### src/hw/rtl/ubrf_pkg.sv
// Package with types, register offsets and constants of the UART register bank.
`timescale 1ns / 1ps

package ubrf_pkg;

    localparam int NUM_UNITS = 3;

    localparam logic CMD_READ  = 1'b0;
    localparam logic CMD_WRITE = 1'b1;

    // Register offsets inside one unit window.
    localparam logic [7:0] OFF_EFR_FCR = 8'h08;
    localparam logic [7:0] OFF_LCR     = 8'h0c;
    localparam logic [7:0] OFF_MCR     = 8'h10;
    localparam logic [7:0] OFF_TLR_SPR = 8'h1c;
    localparam logic [7:0] OFF_SUPP    = 8'h40;
    localparam logic [7:0] OFF_SYSC    = 8'h54;
    localparam logic [7:0] OFF_SYSS    = 8'h58;

    localparam logic [7:0] LCR_CONFIG_B  = 8'hbf;
    localparam logic [7:0] FCR_CLR_BITS  = 8'h06;
    localparam logic [7:0] MCR_MASK_FULL = 8'hff;
    localparam logic [7:0] MCR_MASK_LOW  = 8'h1f;
    localparam logic [7:0] SOFT_RESET    = 8'h02;
    localparam logic [7:0] RESET_DONE    = 8'h01;

    localparam int EFR_ENH_BIT  = 4;
    localparam int MCR_TCR_BIT  = 6;

    typedef struct packed {
        logic       cmd;
        logic [1:0] unit_index;
        logic [7:0] reg_offset;
        logic [7:0] write_data;
    } req_t;

    typedef struct packed {
        logic [7:0] read_data;
        logic       fault;
    } rsp_t;

    typedef struct packed {
        logic [7:0] line_ctrl;
        logic [7:0] enh_feature;
        logic [7:0] fifo_ctrl;
        logic [7:0] modem_ctrl;
        logic [7:0] supp_ctrl;
        logic [7:0] scratchpad;
        logic [7:0] trig_level;
        logic [7:0] sys_config;
        logic [7:0] sys_status;
    } unit_regs_t;

    localparam unit_regs_t UNIT_RESET_VAL = '{
        line_ctrl:   8'h00,
        enh_feature: 8'h00,
        fifo_ctrl:   8'h00,
        modem_ctrl:  8'h00,
        supp_ctrl:   8'h00,
        scratchpad:  8'h00,
        trig_level:  8'h00,
        sys_config:  8'h00,
        sys_status:  RESET_DONE
    };

    // Flow control between the input stage and the output stage.
    typedef struct packed {
        logic advance;
    } flow_t;

endpackage

### src/hw/rtl/ubrf_if.sv
// Valid/ready channel interfaces for register accesses and their results.
`timescale 1ns / 1ps

interface ubrf_req_if;
    logic       valid;
    logic       ready;
    logic       cmd;
    logic [1:0] unit_index;
    logic [7:0] reg_offset;
    logic [7:0] write_data;

    modport source (output valid, output cmd, output unit_index, output reg_offset,
                    output write_data, input ready);
    modport sink   (input valid, input cmd, input unit_index, input reg_offset,
                    input write_data, output ready);
endinterface

interface ubrf_rsp_if;
    logic       valid;
    logic       ready;
    logic [7:0] read_data;
    logic       fault;

    modport source (output valid, output read_data, output fault, input ready);
    modport sink   (input valid, input read_data, input fault, output ready);
endinterface

### src/hw/rtl/ubrf_in_stage.sv
// Input register that captures one access per transfer.
`timescale 1ns / 1ps

module ubrf_in_stage
(
    input  logic            clk,
    input  logic            rst_n,
    ubrf_req_if.sink        req,
    input  ubrf_pkg::flow_t flow,
    output logic            s1_valid,
    output ubrf_pkg::req_t  s1_req
);

    logic           valid_reg;
    logic           valid_next;
    ubrf_pkg::req_t req_reg;
    logic           take;

    // The stage is free when empty or when its item moves on this cycle.
    assign req.ready = !valid_reg || flow.advance;
    assign take      = req.valid && req.ready;

    always_comb
    begin
        valid_next = valid_reg;
        if (take)
        begin
            valid_next = 1'b1;
        end
        else if (flow.advance)
        begin
            valid_next = 1'b0;
        end
    end

    always_ff @(posedge clk or negedge rst_n)
    begin
        if (!rst_n)
        begin
            valid_reg <= 1'b0;
        end
        else
        begin
            valid_reg <= valid_next;
        end
    end

    always_ff @(posedge clk)
    begin
        if (take)
        begin
            req_reg.cmd        <= req.cmd;
            req_reg.unit_index <= req.unit_index;
            req_reg.reg_offset <= req.reg_offset;
            req_reg.write_data <= req.write_data;
        end
    end

    assign s1_valid = valid_reg;
    assign s1_req   = req_reg;

endmodule

### src/hw/rtl/ubrf_regbank.sv
// Per-unit register storage with the address decode and update logic.
`timescale 1ns / 1ps

module ubrf_regbank
(
    input  logic            clk,
    input  logic            rst_n,
    input  logic            advance,
    input  ubrf_pkg::req_t  s1_req,
    output ubrf_pkg::rsp_t  result
);

    ubrf_pkg::unit_regs_t bank_reg [ubrf_pkg::NUM_UNITS];
    ubrf_pkg::unit_regs_t cur;
    ubrf_pkg::unit_regs_t upd_next;
    logic                 unit_ok;
    logic                 wr;
    logic                 flt;
    logic [7:0]           rd;
    logic [7:0]           d;
    logic [7:0]           mcr_mask;
    logic [7:0]           sysc_val;
    logic                 cfg_mode;
    logic                 tlr_sel;
    logic                 commit;

    always_comb
    begin
        cur     = ubrf_pkg::UNIT_RESET_VAL;
        unit_ok = 1'b0;
        for (int i = 0; i < ubrf_pkg::NUM_UNITS; i++)
        begin
            if (int'(s1_req.unit_index) == i)
            begin
                cur     = bank_reg[i];
                unit_ok = 1'b1;
            end
        end
    end

    assign wr       = (s1_req.cmd == ubrf_pkg::CMD_WRITE);
    assign d        = s1_req.write_data;
    assign cfg_mode = (cur.line_ctrl == ubrf_pkg::LCR_CONFIG_B);
    assign tlr_sel  = cur.enh_feature[ubrf_pkg::EFR_ENH_BIT]
                      && cur.modem_ctrl[ubrf_pkg::MCR_TCR_BIT];
    assign mcr_mask = cur.enh_feature[ubrf_pkg::EFR_ENH_BIT] ? ubrf_pkg::MCR_MASK_FULL
                                                             : ubrf_pkg::MCR_MASK_LOW;
    assign sysc_val = d & ~ubrf_pkg::SOFT_RESET;

    always_comb
    begin
        upd_next = cur;
        rd       = 8'h00;
        flt      = 1'b0;
        case (s1_req.reg_offset)
            ubrf_pkg::OFF_EFR_FCR:
            begin
                if (cfg_mode)
                begin
                    if (wr)
                    begin
                        upd_next.enh_feature = d;
                    end
                    rd = wr ? d : cur.enh_feature;
                end
                else if (wr)
                begin
                    upd_next.fifo_ctrl = d & ~ubrf_pkg::FCR_CLR_BITS;
                end
                else
                begin
                    flt = 1'b1;
                end
            end
            ubrf_pkg::OFF_LCR:
            begin
                if (wr)
                begin
                    upd_next.line_ctrl = d;
                end
                rd = wr ? d : cur.line_ctrl;
            end
            ubrf_pkg::OFF_MCR:
            begin
                if (cfg_mode)
                begin
                    flt = 1'b1;
                end
                else if (wr)
                begin
                    upd_next.modem_ctrl = (cur.modem_ctrl & ~mcr_mask) | (d & mcr_mask);
                    rd = d;
                end
                else
                begin
                    rd = cur.modem_ctrl;
                end
            end
            ubrf_pkg::OFF_TLR_SPR:
            begin
                if (tlr_sel)
                begin
                    if (wr)
                    begin
                        upd_next.trig_level = d;
                    end
                    rd = wr ? d : cur.trig_level;
                end
                else if (cfg_mode)
                begin
                    flt = 1'b1;
                end
                else
                begin
                    if (wr)
                    begin
                        upd_next.scratchpad = d;
                    end
                    rd = wr ? d : cur.scratchpad;
                end
            end
            ubrf_pkg::OFF_SUPP:
            begin
                if (wr)
                begin
                    upd_next.supp_ctrl = d;
                end
                rd = wr ? d : cur.supp_ctrl;
            end
            ubrf_pkg::OFF_SYSC:
            begin
                if (wr)
                begin
                    // A soft reset clears the whole unit before the byte lands.
                    if ((d & ubrf_pkg::SOFT_RESET) != 8'h00)
                    begin
                        upd_next            = ubrf_pkg::UNIT_RESET_VAL;
                        upd_next.sys_config = sysc_val;
                    end
                    else
                    begin
                        upd_next.sys_config = d;
                    end
                    rd = sysc_val;
                end
                else
                begin
                    rd = cur.sys_config;
                end
            end
            ubrf_pkg::OFF_SYSS:
            begin
                rd = cur.sys_status;
            end
            default:
            begin
                flt = 1'b1;
            end
        endcase
        if (!unit_ok)
        begin
            flt = 1'b1;
        end
    end

    assign result.read_data = flt ? 8'h00 : rd;
    assign result.fault     = flt;
    assign commit           = advance && wr && !flt;

    always_ff @(posedge clk or negedge rst_n)
    begin
        if (!rst_n)
        begin
            for (int i = 0; i < ubrf_pkg::NUM_UNITS; i++)
            begin
                bank_reg[i] <= ubrf_pkg::UNIT_RESET_VAL;
            end
        end
        else
        begin
            for (int i = 0; i < ubrf_pkg::NUM_UNITS; i++)
            begin
                if (commit && int'(s1_req.unit_index) == i)
                begin
                    bank_reg[i] <= upd_next;
                end
            end
        end
    end

endmodule

### src/hw/rtl/ubrf_out_stage.sv
// Result register that holds one result until its transfer completes.
`timescale 1ns / 1ps

module ubrf_out_stage
(
    input  logic            clk,
    input  logic            rst_n,
    input  logic            load,
    input  ubrf_pkg::rsp_t  result,
    ubrf_rsp_if.source      rsp,
    output logic            stall
);

    logic           valid_reg;
    logic           valid_next;
    ubrf_pkg::rsp_t rsp_reg;

    assign stall = valid_reg && !rsp.ready;

    always_comb
    begin
        valid_next = valid_reg;
        if (load)
        begin
            valid_next = 1'b1;
        end
        else if (rsp.ready)
        begin
            valid_next = 1'b0;
        end
    end

    always_ff @(posedge clk or negedge rst_n)
    begin
        if (!rst_n)
        begin
            valid_reg <= 1'b0;
        end
        else
        begin
            valid_reg <= valid_next;
        end
    end

    always_ff @(posedge clk)
    begin
        if (load)
        begin
            rsp_reg <= result;
        end
    end

    assign rsp.valid     = valid_reg;
    assign rsp.read_data = rsp_reg.read_data;
    assign rsp.fault     = rsp_reg.fault;

endmodule

### src/hw/rtl/uart_banked_register_file_top.sv
// Top level of the banked UART register file.
//
// Usage:
//   req carries one register access per transfer: cmd (0 read, 1 write),
//   unit_index, reg_offset and write_data. rsp returns read_data and fault
//   for every access, in order, one result per access.
//   An access is captured in an input register, decoded combinationally
//   against the addressed unit's registers, and its result lands in an
//   output register. One access per cycle is sustained while rsp does
//   not stall. Writes take effect when the access moves to the output
//   register, so a following access always sees them.
//   Reset puts every unit's registers to their reset values (the reset-done
//   bit of the status register set) and empties both registers.
//   When rsp is stalled the result holds; one more access waits in the input
//   register, and req.ready drops only once both are occupied.
`timescale 1ns / 1ps

module uart_banked_register_file_top
(
    input  logic       clk,
    input  logic       rst_n,
    ubrf_req_if.sink   req,
    ubrf_rsp_if.source rsp
);

    ubrf_pkg::flow_t flow;
    logic            s1_valid;
    ubrf_pkg::req_t  s1_req;
    ubrf_pkg::rsp_t  result;
    logic            out_stall;

    assign flow.advance   = s1_valid && !out_stall;

    ubrf_in_stage u_in_stage
    (
        .clk      (clk),
        .rst_n    (rst_n),
        .req      (req),
        .flow     (flow),
        .s1_valid (s1_valid),
        .s1_req   (s1_req)
    );

    ubrf_regbank u_regbank
    (
        .clk     (clk),
        .rst_n   (rst_n),
        .advance (flow.advance),
        .s1_req  (s1_req),
        .result  (result)
    );

    ubrf_out_stage u_out_stage
    (
        .clk    (clk),
        .rst_n  (rst_n),
        .load   (flow.advance),
        .result (result),
        .rsp    (rsp),
        .stall  (out_stall)
    );

endmodule

### src/flat_wrapper.sv
// flat-port wrapper written by rule: the top's interface ports become plain ports
module uart_banked_register_file_top_flat 
  (clk, rst_n, req_valid, req_cmd, req_unit_index, req_reg_offset, req_write_data, req_ready, rsp_valid, rsp_read_data, rsp_fault, rsp_ready);
  ubrf_req_if req_i ();
  ubrf_rsp_if rsp_i ();
  input  logic clk;
  input  logic rst_n;
  input wire logic [$bits(req_i.valid)-1:0] req_valid;
  input wire logic [$bits(req_i.cmd)-1:0] req_cmd;
  input wire logic [$bits(req_i.unit_index)-1:0] req_unit_index;
  input wire logic [$bits(req_i.reg_offset)-1:0] req_reg_offset;
  input wire logic [$bits(req_i.write_data)-1:0] req_write_data;
  output wire logic [$bits(req_i.ready)-1:0] req_ready;
  output wire logic [$bits(rsp_i.valid)-1:0] rsp_valid;
  output wire logic [$bits(rsp_i.read_data)-1:0] rsp_read_data;
  output wire logic [$bits(rsp_i.fault)-1:0] rsp_fault;
  input wire logic [$bits(rsp_i.ready)-1:0] rsp_ready;
  assign req_i.valid = req_valid;
  assign req_i.cmd = req_cmd;
  assign req_i.unit_index = req_unit_index;
  assign req_i.reg_offset = req_reg_offset;
  assign req_i.write_data = req_write_data;
  assign req_ready = req_i.ready;
  assign rsp_valid = rsp_i.valid;
  assign rsp_read_data = rsp_i.read_data;
  assign rsp_fault = rsp_i.fault;
  assign rsp_i.ready = rsp_ready;
  uart_banked_register_file_top u_core (.clk(clk), .rst_n(rst_n), .req(req_i), .rsp(rsp_i));
endmodule
### config.mk
export PLATFORM = sky130hd
export DESIGN_NAME = uart_banked_register_file_top_flat
export DESIGN_NICKNAME = d
export VERILOG_FILES = /design/src/hw/rtl/ubrf_pkg.sv /design/src/hw/rtl/ubrf_if.sv /design/src/hw/rtl/ubrf_in_stage.sv /design/src/hw/rtl/ubrf_regbank.sv /design/src/hw/rtl/ubrf_out_stage.sv /design/src/hw/rtl/uart_banked_register_file_top.sv /design/src/flat_wrapper.sv
export SDC_FILE = /design/constraint.sdc
export NUM_CORES = 1
export LEC_CHECK = 0
export BUFFER_PORTS_ARGS = -buffer_cell sky130_fd_sc_hd__buf_2
export CORE_MARGIN = 4
export CORE_UTILIZATION = 52
export DETAILED_ROUTE_END_ITERATION = 16
export PLACE_DENSITY = 0.74
export SLEW_MARGIN = 10
export SYNTH_ARGS = -nofsm -noshare
export SYNTH_HDL_FRONTEND = slang
export SYNTH_HIERARCHICAL = 1
export SYNTH_SLANG_ARGS = --single-unit
### constraint.sdc
create_clock -name clk -period 3.1 [get_ports clk]
set_input_delay 0.465 -clock clk [delete_from_list [all_inputs] [get_ports clk]]
set_output_delay 0.465 -clock clk [all_outputs]
set_load 0.01 [all_outputs]
==> results of run 1 <==
## cell usage after synthesis (6+ instances only)
library cell	number
buf_6	12
buf_4	7
mux2_2	127
clkbuf_1	25
buf_8	7
buf_2	13
mux2_1	8
o211ai_1	20
nor3_1	6
o211a_1	8
nand3_1	7
nand4_1	7
mux2_4	57
nand2b_1	12
inv_1	11
or3_1	7
nor2_1	14
a211oi_1	7
nor2b_1	10
mux2i_1	91
nand2_1	75
edfxtp_1	28
o21ai_0	62
buf_1	7
dfrtp_1	191
a21oi_1	31
o2bb2ai_1	28
## layout make-up
type,instances,area [µm²]
fillers,1804,9300
repair buffers,97,805
flip-flops and latches,222,5700
multi-input cells,677,5810
well taps,285,357
clock buffers,37,678
inverters,11,41.3
clock inverters,4,20.0
## metrics by stage
stage | worst slack (ns) | hold WS, ns | total power [µW] | cells
after detailed placement | 0.134 | 0.475 | 3570 | 1292
after floorplan | 0.397 | 0.169 | 3350 | 982
final | 0.101 | -0.0153 | 6130 | 1333
after global routing | 0.0355 | 0.0269 | 6330 | 1333
after global placement | 0.179 | 0.466 | 3560 | 1292
after CTS | 0.121 | 0.00116 | 6180 | 1333
## layer usage
layer / global-route usage / up-vias
met1: 0.323 / 4272
li1: - / 3779
met3: 0.0465 / 74
met5: 0 / -
met2: 0.363 / 313
met4: 0.0892 / 0
## placed cells by master, fill, tap and decap left out, drive strengths merged, types with 6 or more instances in the layout
master,instances
nor2,14
nor2b,13
or3,7
nand2b,14
nor4,7
buf,96
nor3,8
o211a,9
or2,6
o21ai,65
nand2,75
clkbuf,38
o211ai,20
nand3,7
a21oi,32
mux2i,91
inv,11
nand4,7
a211oi,7
mux2,192
edfxtp,28
dfrtp,191
o2bb2ai,30
## path summary, 6_finish.rpt
kind                                                                 start                                    endpoint  slack [ns]
worst min-delay path                                                 rst_n  u_core/u_regbank/bank_reg[132]$_DFFE_PN0P_       -0.02
worst min register to register  u_core/u_regbank/bank_reg[156]$_DFFE_PN0P_  u_core/u_regbank/bank_reg[156]$_DFFE_PN0P_        0.49
max in group asynchronous                                            rst_n  u_core/u_regbank/bank_reg[146]$_DFFE_PN0P_        2.34
worst max register to register      u_core/u_in_stage/s1_req[17]$_DFFE_PP_   u_core/u_regbank/bank_reg[91]$_DFFE_PN0P_        0.10
worst max-delay path                u_core/u_in_stage/s1_req[17]$_DFFE_PP_   u_core/u_regbank/bank_reg[91]$_DFFE_PN0P_        0.10
min in group clk                                         req_write_data[7]       u_core/u_in_stage/s1_req[7]$_DFFE_PP_        0.13
## worst max-delay path, stage by stage (launching register included)
cell and delay (ns):
edfxtp_1 0.45, buf_12 0.27, mux2i_1 0.26, o2bb2ai_1 0.17
and4_1 0.25, o211a_2 0.17, or4_4 0.73, buf_12 0.25
mux2_4 0.30
## logic make-up (layout without fill, tap and decap cells)
kind of cell	after synthesis	in the layout	share of synthesized area
XOR/XNOR	1	1	0.000729
AO/OA/AOI/OAI	216	216	0.127
flip-flops	222	222	0.474
AND/OR/NAND/NOR	177	177	0.0801
multiplexers	283	283	0.274
buffers and inverters	83	149	0.0438
## report_power, final
| part | total [µW] | leakage, µW | internal (µW) | switching [µW] |
|---|---|---|---|---|
| combinational | 472 | 0.00316 | 156 | 316 |
| sequential | 3050 | 0.00292 | 3010 | 45.1 |
| clock | 2610 | 0.000346 | 1490 | 1110 |
| total | 6130 | 0.00642 | 4650 | 1480 |
==> results.yml, run 1 <==
cts:
  insertion_delay_ns: 0.52
  post_cts_buffers: 0
  path_clk_slew_ns: 0.07
  cts_root_buf: "clkbuf_16"
  cts_sinks: 222
  cts.repair.resized: 0
  hold_buffers: 0
  cts_tree: "built"
  clockBufferDepth: 3
  cts_buffers: 23
  htreeDepth: 1
critical_path:
  cp_max_fo: 27
  ff2ff_path_depth: 8
  cp.arrival_ns: 3.39
  crit_path_end_kind: "register"
  cp-start-kind: "register"
  path_class: "register to register"
  crit_required_ns: 3.49
logic_synthesis:
  syn_area_per_cell_um2: 12.2
  synth_enable_flop_cells: 28
  synthesis.nets: 1005
  syn_inst: 982
  yosysWarnings: 6
  synth_seq_area_share: 0.474
  synth-seq-cells: 222
  synth_top_cell_by_area: "dfrtp_1"
  async_flop_share: 0.874
  netlist.area_leader.share: 0.398
  yosys-top-cells-area: "dfrtp_1 (40%), mux2_2 (12%), mux2i_1 (7.6%)"
  syn_area_um2: 12000
  ys_types: 76
  synth_ff_type: "dfrtp_1"
global_route:
  grt_max_degree: 76
  overflow: 0
  grt_pass1_vias: 8637
  grt_pass1_wl_um: 48200
  antenna_found_initial: 0
  grt_use_total: 0.232
detailed_routing:
  routed_wirelength_um: 30100
  drt_iter0_markers: 760
  routed-wl-met2_um: 13800
  wire_per_inst_um: 22.6
  met3RoutedLength_um: 1860
  top_layer_used: "met4"
  drt-met1-wl_um: 13300
  num_vias: 8438
  ant_nets: 0
  viasPerCell: 6.33
  firstDrtPassIters: 6
  drc: 0
sta:
  finClkSkew_ns: 0.0185
  fin_crit_sh: 0.967
  rsz0062_at_grt: "false"
  slew_headroom: 0.452
  whs_ns: -0.0153
  tightest_slew_ns: 0.816
  setup_tns_ns: 0
  finalCriticalPeriod_ns: 3.00
  hold_viol: 23
  setup_viol: 0
  fmax_ghz: 0.333
  drv_slew: 0
final_layout:
  layout-drive-gt1-share: 0.330
  nets: 1055
  syn_to_final_growth_pct: 11.7
  fin_area_um2: 13400
  fin_util: 0.591
  largest_reg_flops: 192
  num_antenna_cells: 0
placed_design:
  dpl-instance-area_um2: 12700
  place.port_buffers: 33
  place_congestion: 0.950
  dp_hpwl_um: 20200
pwr:
  powerDensity_nw_per_um2: 457
  p_leak_uw: 0.00642
  ir_worst_vdd_uv: 626
run:
  max_cap_violations: 0
outcome:
  violations: "hold timing"
  status: "finished with violations"
floorplanning:
  core-area_um2: 22700
  io_pins: 34
  initial_core_util: 0.529
  row_count: 55
  dieArea_um2: 25600
  die_x_um: 160
  dieHeight_um: 160
hold_path:
  hold_path.class: "input port to asynchronous set/reset pin"
Note: power is estimated with default switching activity, not from simulation.
==> run 2: changes to the inputs <==
--- a/config.mk
+++ b/config.mk
@@ -5,13 +5,12 @@
 export SDC_FILE = /design/constraint.sdc
 export NUM_CORES = 1
 export LEC_CHECK = 0
-export BUFFER_PORTS_ARGS = -buffer_cell sky130_fd_sc_hd__buf_2
 export CORE_MARGIN = 4
 export CORE_UTILIZATION = 52
 export DETAILED_ROUTE_END_ITERATION = 16
-export PLACE_DENSITY = 0.74
+export DONT_BUFFER_PORTS = 1
+export PLACE_DENSITY = 0.73
 export SLEW_MARGIN = 10
 export SYNTH_ARGS = -nofsm -noshare
 export SYNTH_HDL_FRONTEND = slang
-export SYNTH_HIERARCHICAL = 1
 export SYNTH_SLANG_ARGS = --single-unit
==> constraint.sdc (replaced) <==
create_clock -name clk -period 3.2 [get_ports clk]
set_input_delay 0.48 -clock clk [delete_from_list [all_inputs] [get_ports clk]]
set_output_delay 0.48 -clock clk [all_outputs]
set_load 0.01 [all_outputs]
==> results.yml, run 2 <==
detailed_routing:
  drt-met1-wl_um: 12900
  firstDrtPassIters: 6
  drc: 0
  ant_nets: 0
  top_layer_used: "met4"
  drt_iter0_markers: 899
  viasPerCell: 6.26
  wire_per_inst_um: 20.8
  routed_wirelength_um: 30300
  met3RoutedLength_um: 2480
  routed-wl-met2_um: 13600
  num_vias: 9115
run:
  max_cap_violations: 0
placed_design:
  dp_hpwl_um: 20200
  place.port_buffers: 0
  placedCellCount: 1413
  place_congestion: 0.981
  dpl-instance-area_um2: 11800
critical_path:
  cp-start-kind: "register"
  ff2ff_path_depth: 9
  crit_required_ns: 3.46
  reg2reg_to: "u_core.u_out_stage.rsp.read_data[2]$_SDFFCE_PP0P_"
  path_class: "register to register"
  r2r-start: "u_core.u_in_stage.s1_req[16]$_DFFE_PP_"
  reg2reg_slack_ns: 0.27
  crit_path_end_kind: "register"
  cp_max_fo: 13
  crit_start: "u_core.u_in_stage.s1_req[16]$_DFFE_PP_"
  endpoint: "u_core.u_out_stage.rsp.read_data[2]$_SDFFCE_PP0P_"
  cp.arrival_ns: 3.18
global_route:
  grt_use_total: 0.251
  overflow: 0
  grt_max_degree: 195
  grt_pass1_wl_um: 48900
  grt_pass1_vias: 8633
  antenna_found_initial: 0
floorplanning:
  dieHeight_um: 156
  core-area_um2: 21300
  io_pins: 34
  dieArea_um2: 24300
  initial_core_util: 0.535
  die_x_um: 156
  row_count: 53
logic_synthesis:
  yosysWarnings: 0
  netlist.area_leader.share: 0.420
  post-synth-top-count-cell: "nor2_1"
  synth_seq_area_share: 0.501
  synthMuxAreaShare: 0.129
  synth_top_cell_by_area: "dfrtp_1"
  syn_area_um2: 11400
  syn_area_per_cell_um2: 9.70
  synth-simple-area-share: 0.133
  synth_common_cells: "nor2_1 (200), dfrtp_1 (191), a21oi_1 (180), o21ai_0 (82), mux2i_1 (75)"
  async_flop_share: 0.874
  yosys-top-cells-area: "dfrtp_1 (42%), a21oi_1 (7.9%), edfxtp_1 (7.4%)"
  synth-seq-cells: 222
  synth_compound_area_frac: 0.196
  synth_fa_ha_area_frac: 0
  synth_enable_flop_cells: 28
  ys_types: 63
  synth_ff_type: "dfrtp_1"
  synth_top_family_by_area: "compound AO/OA/AOI/OAI gates"
  synthesis.nets: 1197
  synth_xor_area_frac: 0.00154
  syn_inst: 1174
sta:
  finalCriticalPeriod_ns: 2.93
  hold_viol: 194
  setup_viol: 0
  whs_ns: -0.336
  drv_slew: 0
  fmax_ghz: 0.342
  rsz0062_at_grt: "false"
  setup_tns_ns: 0
  finClkSkew_ns: 0.0212
  slew_headroom: 0.351
  tightest_slew_ns: 0.973
  fin_crit_sh: 0.915
cts:
  cts_buffers: 24
  path_clk_slew_ns: 0.07
  clockBufferDepth: 3
  insertion_delay_ns: 0.53
  htreeDepth: 1
  cts_root_buf: "clkbuf_16"
  cts_tree: "built"
  cts_sinks: 222
final_layout:
  nets: 1187
  layout-drive-gt1-share: 0.133
  fill_cells: 1774
  fin_util: 0.597
  finalNonFillerCells: 1457
  syn_to_final_growth_pct: 11.6
  largest_reg_flops: 192
  num_antenna_cells: 0
  layout_common_cells: "nor2_1 (200), dfrtp_1 (191), a21oi_1 (180)"
  layout_commonest_cell: "nor2_1"
  fin_area_um2: 12700
hold_path:
  hold_path.class: "input port to asynchronous set/reset pin"
outcome:
  violations: "hold timing"
  status: "finished with violations"
pwr:
  powerDensity_nw_per_um2: 551
  ir_worst_vdd_uv: 448
  p_leak_uw: 0.00557
-- run 2: cell type report --
class / count / area (µm²) / area share
clock buffers: 39 / 832 / 0.0655
clock inverters: 5 / 53.8 / 0.00423
inverters: 5 / 18.8 / 0.00148
multi-input cells: 860 / 5250 / 0.413
flip-flops and latches: 222 / 5700 / 0.449
well taps: 275 / 344 / 0.0271
repair buffers: 51 / 508 / 0.0400
-- run 2: power by group --
group | switching [µW] | internal [µW] | leakage (µW) | total [µW]
combinational | 447 | 286 | 0.00221 | 733
sequential | 156 | 3100 | 0.00292 | 3260
clock | 1150 | 1860 | 0.000442 | 3010
-- run 2: worst min-delay path by stage --
stage,from,end,slack (ns),cells after the start
finish,rst_n,u_core.u_regbank.bank_reg[73]$_DFFE_PN0P_,-0.34,0
global route,rst_n,u_core.u_regbank.bank_reg[74]$_DFFE_PN0P_,-0.36,0
CTS,rst_n,u_core.u_regbank.bank_reg[80]$_DFFE_PN0P_,-0.36,0
detailed placement,rst_n,u_core.u_regbank.bank_reg[73]$_DFFE_PN0P_,0.19,0
global placement,rst_n,u_core.u_regbank.bank_reg[145]$_DFFE_PN0P_,0.19,0
floorplan,rst_n,u_core.u_in_stage.s1_valid$_DFFE_PN0P_,0.18,0
-- run 2: per-layer routing --
metal	GRT usage	vias up
li1	-	4183
met1	0.356	4443
met2	0.384	395
met3	0.0458	94
met4	0.0980	0
met5	0	-
-- run 2: worst max-delay path, cell delays in order, from the launching register on --
cell,delay [ns]
edfxtp_1,0.51
buf_4,0.32
mux2i_1,0.11
o2bb2ai_1,0.29
nand4b_2,0.26
o31ai_4,0.48
nand2_1,0.10
o31ai_1,0.25
buf_4,0.27
a31oi_1,0.06
-- run 2: stage by stage --
| stage | setup slack [ns] | power (µW) | hold slack [ns] |
|---|---|---|---|
| 6_report | 0.273 | 7000 | -0.336 |
| 5_1_grt | 0.104 | 7260 | -0.356 |
| 3_5_place_dp | 0.349 | 4030 | 0.194 |
| 2_1_floorplan | 0.777 | 3800 | 0.184 |
| 4_1_cts | 0.326 | 7020 | -0.360 |
| 3_3_place_gp | 0.405 | 4000 | 0.194 |
-- run 2: cell families after synthesis --
logic type	count (synthesis)
xor gates and xnor gates	2
and+or+nand+nor	348
muxes	139
DFF	222
AOI/OAI and AO/OA	371
buffers and inverters	92
-- run 2: what timing repair did --
item | CTS | global route
gates resized for setup | 0 | 0
setup buffers | 0 | 0
endpoints found under the hold margin | 194 | 194
endpoints found under the setup margin | 0 | 0
